## src/hw/rtl/lwbfd_pkg.sv

```systemverilog
// Shared types and constants of the LRU write-back frame directory.
// Used by the controller, the datapath, the top level and the port checker.
`default_nettype none

package lwbfd_pkg;

  // Field widths of the item and result ports.
  localparam int OP_W      = 2;
  localparam int BLOCK_W   = 32;
  localparam int KIND_W    = 3;
  localparam int FRAME_W   = 4;
  localparam int CFG_W     = 5;
  localparam int STAMP_W   = 64;

  // Operation codes of an input item.
  localparam logic [OP_W-1:0] OP_FETCH = 2'd0;
  localparam logic [OP_W-1:0] OP_MARK  = 2'd1;
  localparam logic [OP_W-1:0] OP_FLUSH = 2'd2;

  // Result kinds.
  localparam logic [KIND_W-1:0] KIND_HIT        = 3'd0;
  localparam logic [KIND_W-1:0] KIND_FILL       = 3'd1;
  localparam logic [KIND_W-1:0] KIND_EVICT      = 3'd2;
  localparam logic [KIND_W-1:0] KIND_MARKED     = 3'd3;
  localparam logic [KIND_W-1:0] KIND_MARK_MISS  = 3'd4;
  localparam logic [KIND_W-1:0] KIND_FLUSH_WB   = 3'd5;
  localparam logic [KIND_W-1:0] KIND_FLUSH_DONE = 3'd6;

  // Reset value of the frames-in-use register.
  localparam logic [CFG_W-1:0] FRAMES_IN_USE_RESET = 5'd16;

  // Commands from the controller to the datapath.
  typedef struct packed {
    logic load;    // capture a new item and clear the search results
    logic issue;   // read the frame at the scan index and advance it
    logic update;  // apply the decision and emit the final result
  } ctrl_cmd_t;

  // Status from the datapath to the controller.
  typedef struct packed {
    logic scan_last;  // the scan index points at the last frame in use
  } dp_status_t;

endpackage

`default_nettype wire

```

## src/hw/rtl/lwbfd_ctrl.sv

```systemverilog
// Controller state machine of the frame directory: idle, scan, drain, update.
// Depends on lwbfd_pkg for the command and status structs.
`default_nettype none

module lwbfd_ctrl (
  input  wire logic                   clk,
  input  wire logic                   rst,
  input  wire logic                   start,
  input  wire lwbfd_pkg::dp_status_t  status,
  output lwbfd_pkg::ctrl_cmd_t        cmd,
  output logic                        busy
);

  typedef enum logic [3:0] {
    S_IDLE   = 4'b0001,
    S_SCAN   = 4'b0010,
    S_DRAIN  = 4'b0100,
    S_UPDATE = 4'b1000
  } state_t;

  state_t state;
  state_t state_next;

  // Next-state logic.
  always_comb begin
    state_next = state;
    unique case (state)
      S_IDLE: begin
        if (start) state_next = S_SCAN;
      end
      S_SCAN: begin
        if (status.scan_last) state_next = S_DRAIN;
      end
      S_DRAIN:  state_next = S_UPDATE;
      S_UPDATE: state_next = S_IDLE;
      default:  state_next = S_IDLE;
    endcase
  end

  // State register.
  always_ff @(posedge clk) begin
    if (rst) begin
      state <= S_IDLE;
    end else begin
      state <= state_next;
    end
  end

  // Commands follow directly from the state; load also needs start.
  always_comb begin
    cmd.load   = (state == S_IDLE) && start;
    cmd.issue  = (state == S_SCAN);
    cmd.update = (state == S_UPDATE);
  end

  assign busy = (state != S_IDLE);

endmodule

`default_nettype wire

```

## src/hw/rtl/lwbfd_datapath.sv

```systemverilog
// Datapath of the frame directory: valid and dirty flags, tag and stamp
// memories, the scan pipeline, search registers and the result register.
// Depends on lwbfd_pkg for widths, codes and the command and status structs.
`default_nettype none

module lwbfd_datapath #(
  parameter int FRAME_COUNT = 16
) (
  input  wire logic                              clk,
  input  wire logic                              rst,
  input  wire logic                              cfg_wr_en,
  input  wire logic [lwbfd_pkg::CFG_W-1:0]       cfg_wr_data,
  input  wire logic [lwbfd_pkg::OP_W-1:0]        op,
  input  wire logic [lwbfd_pkg::BLOCK_W-1:0]     blk_addr,
  input  wire lwbfd_pkg::ctrl_cmd_t              cmd,
  output lwbfd_pkg::dp_status_t                  status,
  output logic                                   result_strobe,
  output logic [lwbfd_pkg::KIND_W-1:0]           kind,
  output logic [lwbfd_pkg::FRAME_W-1:0]          frame,
  output logic                                   writeback,
  output logic [lwbfd_pkg::BLOCK_W-1:0]          wb_blk_addr,
  output logic                                   last
);

  localparam int IDX_W = (FRAME_COUNT > 1) ? $clog2(FRAME_COUNT) : 1;
  localparam int CNT_W = $clog2(FRAME_COUNT + 1);
  localparam logic [6:0] FRAME_COUNT7 = 7'(FRAME_COUNT);

  // Configuration and the effective frame count.
  logic [lwbfd_pkg::CFG_W-1:0] frames_in_use;
  logic [6:0]                  cfg_ext;
  logic [6:0]                  used7;
  logic [CNT_W-1:0]            used_frames;

  // Directory state.
  logic [FRAME_COUNT-1:0]              frame_valid;
  logic [FRAME_COUNT-1:0]              frame_dirty;
  logic [lwbfd_pkg::BLOCK_W-1:0]       tag_mem   [FRAME_COUNT];
  logic [lwbfd_pkg::STAMP_W-1:0]       stamp_mem [FRAME_COUNT];
  logic [lwbfd_pkg::STAMP_W-1:0]       stamp_counter;
  logic [lwbfd_pkg::STAMP_W-1:0]       stamp_next;

  // Captured item.
  logic [lwbfd_pkg::OP_W-1:0]          op_reg;
  logic [lwbfd_pkg::BLOCK_W-1:0]       id_reg;

  // Scan pipeline: address stage and registered read stage.
  logic [IDX_W-1:0]                    scan_idx;
  logic                                p_valid;
  logic [IDX_W-1:0]                    p_idx;
  logic [lwbfd_pkg::BLOCK_W-1:0]       rd_tag;
  logic [lwbfd_pkg::STAMP_W-1:0]       rd_stamp;

  // Search results.
  logic                                hit_found;
  logic [IDX_W-1:0]                    hit_idx;
  logic                                free_found;
  logic [IDX_W-1:0]                    free_idx;
  logic [IDX_W-1:0]                    vic_idx;
  logic [lwbfd_pkg::STAMP_W-1:0]       vic_stamp;
  logic [lwbfd_pkg::BLOCK_W-1:0]       vic_tag;
  logic [IDX_W-1:0]                    tgt_idx;

  // Result produced this cycle.
  logic                                em_valid;
  logic [lwbfd_pkg::KIND_W-1:0]        em_kind;
  logic [IDX_W-1:0]                    em_idx;
  logic                                em_wb;
  logic [lwbfd_pkg::BLOCK_W-1:0]       em_wb_id;
  logic                                em_last;
  logic                                flush_hit;
  logic                                fetch_write;

  // Clamp frames_in_use to the range 1 .. FRAME_COUNT.
  always_comb begin
    cfg_ext = {2'b00, frames_in_use};
    if (cfg_ext == 7'd0) begin
      used7 = 7'd1;
    end else if (cfg_ext > FRAME_COUNT7) begin
      used7 = FRAME_COUNT7;
    end else begin
      used7 = cfg_ext;
    end
    used_frames = CNT_W'(used7);
  end

  assign status.scan_last = (CNT_W'(scan_idx) == (used_frames - CNT_W'(1)));

  assign stamp_next  = stamp_counter + lwbfd_pkg::STAMP_W'(1);
  assign flush_hit   = p_valid && (op_reg == lwbfd_pkg::OP_FLUSH) &&
                       frame_valid[p_idx] && frame_dirty[p_idx];
  assign fetch_write = cmd.update && (op_reg == lwbfd_pkg::OP_FETCH);

  // Frame that a fetch writes: the hit, else the first free frame, else the victim.
  always_comb begin
    if (hit_found) begin
      tgt_idx = hit_idx;
    end else if (free_found) begin
      tgt_idx = free_idx;
    end else begin
      tgt_idx = vic_idx;
    end
  end

  // Result selection: flush write-backs during the scan and drain, the final result on update.
  always_comb begin
    em_valid = 1'b0;
    em_kind  = lwbfd_pkg::KIND_HIT;
    em_idx   = '0;
    em_wb    = 1'b0;
    em_wb_id = '0;
    em_last  = 1'b0;
    if (flush_hit) begin
      em_valid = 1'b1;
      em_kind  = lwbfd_pkg::KIND_FLUSH_WB;
      em_idx   = p_idx;
      em_wb    = 1'b1;
      em_wb_id = rd_tag;
    end else if (cmd.update) begin
      em_last = 1'b1;
      case (op_reg)
        lwbfd_pkg::OP_FETCH: begin
          em_valid = 1'b1;
          em_idx   = tgt_idx;
          if (hit_found) begin
            em_kind = lwbfd_pkg::KIND_HIT;
          end else if (free_found) begin
            em_kind = lwbfd_pkg::KIND_FILL;
          end else begin
            em_kind = lwbfd_pkg::KIND_EVICT;
            if (frame_dirty[vic_idx]) begin
              em_wb    = 1'b1;
              em_wb_id = vic_tag;
            end
          end
        end
        lwbfd_pkg::OP_MARK: begin
          em_valid = 1'b1;
          if (hit_found) begin
            em_kind = lwbfd_pkg::KIND_MARKED;
            em_idx  = hit_idx;
          end else begin
            em_kind = lwbfd_pkg::KIND_MARK_MISS;
          end
        end
        lwbfd_pkg::OP_FLUSH: begin
          em_valid = 1'b1;
          em_kind  = lwbfd_pkg::KIND_FLUSH_DONE;
        end
        default: begin
          em_valid = 1'b0;
        end
      endcase
    end
  end

  // Control state: configuration, flags, counter, scan and search bookkeeping.
  always_ff @(posedge clk) begin
    if (rst) begin
      frames_in_use <= lwbfd_pkg::FRAMES_IN_USE_RESET;
      frame_valid   <= '0;
      frame_dirty   <= '0;
      stamp_counter <= '0;
      scan_idx      <= '0;
      p_valid       <= 1'b0;
      hit_found     <= 1'b0;
      free_found    <= 1'b0;
      result_strobe <= 1'b0;
    end else begin
      if (cfg_wr_en) frames_in_use <= cfg_wr_data;
      p_valid       <= cmd.issue;
      result_strobe <= em_valid;

      if (cmd.load) begin
        scan_idx   <= '0;
        hit_found  <= 1'b0;
        free_found <= 1'b0;
      end
      if (cmd.issue) scan_idx <= scan_idx + IDX_W'(1);

      // Search over the frame that the read stage holds.
      if (p_valid) begin
        if (!hit_found && frame_valid[p_idx] && (rd_tag == id_reg)) hit_found <= 1'b1;
        if (!free_found && !frame_valid[p_idx]) free_found <= 1'b1;
      end

      if (flush_hit) frame_dirty[p_idx] <= 1'b0;

      // Directory update at the end of the item.
      if (fetch_write) begin
        stamp_counter <= stamp_next;
        if (!hit_found) begin
          frame_valid[tgt_idx] <= 1'b1;
          frame_dirty[tgt_idx] <= 1'b0;
        end
      end
      if (cmd.update && (op_reg == lwbfd_pkg::OP_MARK) && hit_found) begin
        frame_dirty[hit_idx] <= 1'b1;
      end
    end
  end

  // Payload registers: item capture, read stage and search indices.
  always_ff @(posedge clk) begin
    if (cmd.load) begin
      op_reg <= op;
      id_reg <= blk_addr;
    end
    p_idx <= scan_idx;
    if (p_valid) begin
      if (!hit_found && frame_valid[p_idx] && (rd_tag == id_reg)) hit_idx <= p_idx;
      if (!free_found && !frame_valid[p_idx]) free_idx <= p_idx;
      // Lowest stamp wins; ties keep the lower index.
      if ((p_idx == '0) || (rd_stamp < vic_stamp)) begin
        vic_idx   <= p_idx;
        vic_stamp <= rd_stamp;
        vic_tag   <= rd_tag;
      end
    end
  end

  // Tag and stamp memories: one write and one registered read per cycle.
  always_ff @(posedge clk) begin
    if (fetch_write) begin
      stamp_mem[tgt_idx] <= stamp_next;
      if (!hit_found) tag_mem[tgt_idx] <= id_reg;
    end
    rd_tag   <= tag_mem[scan_idx];
    rd_stamp <= stamp_mem[scan_idx];
  end

  // Result register.
  always_ff @(posedge clk) begin
    kind        <= em_kind;
    frame       <= lwbfd_pkg::FRAME_W'(em_idx);
    writeback   <= em_wb;
    wb_blk_addr <= em_wb_id;
    last        <= em_last;
  end

endmodule

`default_nettype wire

```

## src/hw/rtl/lru_write_back_frame_directory_top.sv

```systemverilog
// Top level of the LRU write-back frame directory.
// Instantiates lwbfd_ctrl and lwbfd_datapath; depends on lwbfd_pkg.
//
// Usage:
//   An item (op, blk_addr) is accepted at a clock edge with start high and
//   busy low. Fetch and mark give one result; flush gives one write-back
//   result per dirty valid frame in index order and then a done result.
//   Each result is shown for one cycle with result_strobe high; last marks
//   the final result of an item. The receiver cannot stall the block.
//   Every item scans the frames in use one per cycle through the registered
//   read port of the tag and stamp memories, then drains the read stage and
//   updates the directory; busy stays high from the scan to the update.
//   The final result is shown in the first cycle after busy falls, and the
//   next item can be accepted in that same cycle. Flush write-back results
//   come out during the scan and the drain, at most one per cycle.
//   frames_in_use is written through cfg_wr_en / cfg_wr_data; the user must
//   write it only while idle, the block itself does not enforce this.
//   Reset clears all valid and dirty flags, the stamp counter, and sets
//   frames_in_use to sixteen; no clearing pass is needed.
`default_nettype none

module lru_write_back_frame_directory_top #(
  parameter int FRAME_COUNT = 16
) (
  input  wire logic                            clk,
  input  wire logic                            rst,
  input  wire logic                            cfg_wr_en,
  input  wire logic [lwbfd_pkg::CFG_W-1:0]     cfg_wr_data,
  input  wire logic                            start,
  output logic                                 busy,
  input  wire logic [lwbfd_pkg::OP_W-1:0]      op,
  input  wire logic [lwbfd_pkg::BLOCK_W-1:0]   blk_addr,
  output logic                                 result_strobe,
  output logic [lwbfd_pkg::KIND_W-1:0]         kind,
  output logic [lwbfd_pkg::FRAME_W-1:0]        frame,
  output logic                                 writeback,
  output logic [lwbfd_pkg::BLOCK_W-1:0]        wb_blk_addr,
  output logic                                 last
);

  lwbfd_pkg::ctrl_cmd_t  cmd;
  lwbfd_pkg::dp_status_t status;

  // Sequencer.
  lwbfd_ctrl u_ctrl (
    .clk    (clk),
    .rst    (rst),
    .start  (start),
    .status (status),
    .cmd    (cmd),
    .busy   (busy)
  );

  // Directory storage and search.
  lwbfd_datapath #(
    .FRAME_COUNT (FRAME_COUNT)
  ) u_datapath (
    .clk           (clk),
    .rst           (rst),
    .cfg_wr_en     (cfg_wr_en),
    .cfg_wr_data   (cfg_wr_data),
    .op            (op),
    .blk_addr      (blk_addr),
    .cmd           (cmd),
    .status        (status),
    .result_strobe (result_strobe),
    .kind          (kind),
    .frame         (frame),
    .writeback     (writeback),
    .wb_blk_addr   (wb_blk_addr),
    .last          (last)
  );

endmodule

`default_nettype wire

```

## config.mk

```make
export PLATFORM = sky130hd
export DESIGN_NAME = lru_write_back_frame_directory_top
export DESIGN_NICKNAME = d
export VERILOG_FILES = /design/src/hw/rtl/lwbfd_pkg.sv /design/src/hw/rtl/lwbfd_ctrl.sv /design/src/hw/rtl/lwbfd_datapath.sv /design/src/hw/rtl/lru_write_back_frame_directory_top.sv
export SDC_FILE = /design/constraint.sdc
export NUM_CORES = 2
export LEC_CHECK = 0
export ABC_CLOCK_PERIOD_IN_PS = 10230
export BUFFER_PORTS_ARGS = -buffer_cell sky130_fd_sc_hd__buf_2
export CORE_UTILIZATION = 55
export CTS_BUF_LIST = sky130_fd_sc_hd__clkbuf_16
export CTS_CLUSTER_DIAMETER = 80
export DETAILED_ROUTE_END_ITERATION = 10
export HOLD_SLACK_MARGIN = 0.05
export PLACE_DENSITY = 0.73
export SLEW_MARGIN = 20
export SYNTH_ARGS = -nofsm -noshare
export SYNTH_HDL_FRONTEND = slang
export SYNTH_HIERARCHICAL = 1
export SYNTH_SLANG_ARGS = --single-unit
```

## constraint.sdc

```tcl
create_clock -name clk -period 10.23 [get_ports clk]
set_input_delay 0.5115 -clock clk [delete_from_list [all_inputs] [get_ports clk]]
set_output_delay 0.5115 -clock clk [all_outputs]
set_load 0.1 [all_outputs]
```

==> impl_metrics.env <==
export IMPL_status="finished, final reports clean"
export IMPL_yosys_area_share_simple=0.0352
export IMPL_ff2ff_path_depth=7
export IMPL_grt_pass1_wl_mm=239
export IMPL_synthAdderAreaFrac=0.0112
export IMPL_die_h_um=368
export IMPL_synth_seq_cells=1932
export IMPL_post_dp_hpwl_mm=85.9
export IMPL_synthArstFlopShare=0
export IMPL_slew_headroom=0.246
export IMPL_slowest_delay_ns=0.94
export IMPL_top_register="u_datapath/stamp_mem"
export IMPL_syn_inst=3581
export IMPL_syn_nets=3690
export IMPL_max_freq_ghz=0.213
export IMPL_die_x_um=368
export IMPL_timing_worst_setup_path_type="register to register"
export IMPL_start_util=0.557
export IMPL_synth_xor_area_frac=0.0174
export IMPL_wirelength_mm=162
export IMPL_netlist_area_um2=73500
export IMPL_grt_overflow=0
export IMPL_skew_ns=0.0345
export IMPL_avgSynthCellArea_um2=20.5
export IMPL_path_depth=7
export IMPL_ant_nets=0
export IMPL_drt_first_pass_iters=6
export IMPL_largest_reg_flops=1024
export IMPL_boundaryPins=86
export IMPL_worst_skew_pair_late_latency_ns=0.83
export IMPL_hold_depth=2
export IMPL_muxShareOfSynthArea=0.153
export IMPL_wire_per_inst_um=28.2
export IMPL_cts_tree="yes"
export IMPL_rsz0062_at_grt="false"
export IMPL_fillers=8813
export IMPL_vias=36000
export IMPL_synth_edff_count=1678
export IMPL_leakagePower_nw=26.7
export IMPL_clock_sinks=1932
export IMPL_cpLargestDelayFamily="simple AND/OR/NAND/NOR gates"
export IMPL_hold_viol=0
export IMPL_worst_pin_slew_ns=1.12
export IMPL_grt_max_degree=126
export IMPL_hold_path_class="input port to register"
export IMPL_grt_use_total=0.243
export IMPL_post_cts_buffers=0
export IMPL_yosysSeqAreaShare=0.754
export IMPL_power_density_nw_per_um2=182
export IMPL_crit_fanout=40
export IMPL_syn_to_final_growth_pct=12.9
export IMPL_required_ns=10.66
export IMPL_die_area_um2=135000
export IMPL_num_rows=133
export IMPL_crit_buf_inv=2
export IMPL_post_route_cells_drive_above_1_share=0.253
export IMPL_setup_viol=0
export IMPL_period_needed_ns=4.70
export IMPL_critPathCaptureType="register"
export IMPL_startpoint_type="register"
export IMPL_reg_largest_list="u_datapath/stamp_mem (1024), u_datapath/tag_mem (512)"
export IMPL_synth_compound_area_frac=0.0153
export IMPL_critPathSlowestCell="nor2_4"
export IMPL_cts_buffers=186
export IMPL_synthFlopType="edfxtp_1"
export IMPL_portBuffers=85
export IMPL_crit_top_cell="buf_4"
export IMPL_root_buffer="clkbuf_16"
export IMPL_via_per_inst=6.27
export IMPL_irDropWorstVdd_mv=0.177
export IMPL_worstPathCellList="nor4b_1, nor2b_1, nand2b_1, buf_4, or3_1, nor2_4, buf_4"
export IMPL_clkTransAtPathRegs_ns=0.06
export IMPL_drt_iter0_markers=4295
export IMPL_cap_violations=0
export IMPL_drc=0
export IMPL_yosys_warnings=6
export IMPL_fin_hold_ws_ns=0.414
export IMPL_final_period_utilization=0.459
export IMPL_place_congestion=0.852
export IMPL_fin_tns_setup_ns=0
export IMPL_nNetsFinal=3931
export IMPL_yosys_cell_types_count=65
export IMPL_grt_pass1_vias=36000
export IMPL_worstPathArrival_ns=5.13
export IMPL_multi_input_area_um2=17600
export IMPL_drv_slew=0
export IMPL_clockBufferDepth=3
export IMPL_seqCellArea_um2=55500
export IMPL_htreeDepth=4
export IMPL_antenna_found_initial=6
export IMPL_synth_top_family_by_area="multiplexers"
export IMPL_coreArea_um2=132000
## through the flow
stage	setup WS [ns]	std cells	power [mW]	util	area (µm²)
2_1_floorplan	1.06	3581	8.83	-	73500
3_3_place_gp	5.64	5340	8.89	0.579	76500
3_5_place_dp	5.60	5341	8.90	0.580	76600
4_1_cts	5.55	5736	15.2	0.626	82800
5_1_grt	5.33	5738	15.6	0.628	83000
6_report	5.53	5741	15.1	0.628	83000
## synth_stat cells, drive strengths merged, types with 5 or more instances
master | count | area share
dfxtp | 254 | 0.069
o31ai | 6 | 0.00061
xor2 | 81 | 0.0096
or3 | 14 | 0.0012
a21o | 7 | 0.00071
o22ai | 10 | 0.00085
buf | 42 | 0.0024
nand3b | 12 | 0.0012
xnor2 | 65 | 0.0077
a21oi | 45 | 0.0031
o21ai | 22 | 0.0015
nand4 | 42 | 0.0040
nand2b | 6 | 0.00051
edfxtp | 1678 | 0.69
nor2 | 165 | 0.0084
nor4 | 26 | 0.0025
nor2b | 8 | 0.00068
a211oi | 5 | 0.00051
ha | 66 | 0.011
mux2i | 10 | 0.0014
nand3 | 59 | 0.0040
inv | 83 | 0.0042
and3 | 12 | 0.0010
a22o | 35 | 0.0042
clkbuf | 130 | 0.0067
a31oi | 6 | 0.00051
or4 | 5 | 0.00051
mux4 | 495 | 0.15
nor3b | 8 | 0.00082
nand2 | 74 | 0.0038
nor3 | 56 | 0.0039
and4 | 10 | 0.0012
## layout make-up
class | instances | share of cell area
clock buffers | 189 | 0.0570
flip-flops and latches | 1932 | 0.668
diodes | 3 | 0.0000904
clock inverters | 160 | 0.0120
inverters | 83 | 0.00375
repair buffers | 225 | 0.0206
multi-input cells | 1394 | 0.212
well taps | 1755 | 0.0265
## timing repair
action | CTS | global route
hold buffers | 46 | 0
gates resized for setup | 0 | 0
endpoints found under the hold margin | 56 | 0
## final timing paths
kind | from | endpoint | slack [ns]
setup / recovery | u_ctrl/state[3]$_SDFFE_PP0P_ | u_datapath/stamp_mem[13][61]$_DFFE_PP_ | 5.53
setup reg to reg | u_ctrl/state[3]$_SDFFE_PP0P_ | u_datapath/stamp_mem[13][61]$_DFFE_PP_ | 5.53
hold reg to reg | u_datapath/rd_stamp[25]$_DFF_P_ | u_datapath/vic_stamp[25]$_DFFE_PP_ | 0.44
hold / removal | blk_addr[7] | u_datapath/id_reg[7]$_DFFE_PP_ | 0.41
## cells by family after synthesis
family                     count (synthesis)
and+or+nand+nor                          511
AOI/OAI and AO/OA                        164
muxes                                    507
DFF                                     1932
adders and majority gates                 66
buffers and inverters                    255
xor gates and xnor gates                 146
## layer usage
metal	wire length [µm]	GRT usage	vias up
met5	9	0	-
met4	3360	0.0627	2
met3	13300	0.0430	247
met2	77100	0.377	1673
met1	68000	0.359	19000
li1	-	-	15100
## worst register-to-register path, cell delays in order, from the launching register on
cell	delay, ns
dfxtp_1	0.44
nor4b_1	0.53
nor2b_1	0.53
nand2b_1	0.11
buf_4	0.27
or3_1	0.68
nor2_4	0.94
buf_4	0.80
## placed cells by master, fill, tap and decap left out, types with 10 or more instances in the layout
cell type      instances
dfxtp_1              250
or3_1                 14
nor4_1                22
nor2_1               149
nor3_1                38
ha_1                  66
nand2_1               74
clkbuf_16            189
nand4_1               40
edfxtp_1            1678
clkinv_1              59
xnor2_1               47
nor2_4                16
buf_4                 86
xor2_1                66
o21ai_0               21
xor2_2                15
clkinv_2              29
a21oi_1               45
o22ai_1               10
xnor2_2               18
dlygate4sd3_1         46
inv_1                128
mux2i_1               10
a22o_1                35
and3_1                11
nand3_1               59
buf_2                 84
nor3_2                18
nand3b_1              12
mux4_2               495
## power breakdown
| group | switching (mW) | total [mW] | internal, mW | leakage, nW |
|---|---|---|---|---|
| clock | 2.88 | 6.40 | 3.53 | 2.97 |
| combinational | 0.0964 | 0.181 | 0.0846 | 6.28 |
| sequential | 0.0535 | 8.56 | 8.51 | 17.5 |
| total | 3.03 | 15.1 | 12.1 | 26.7 |
Power figures use the tool's default switching activity.
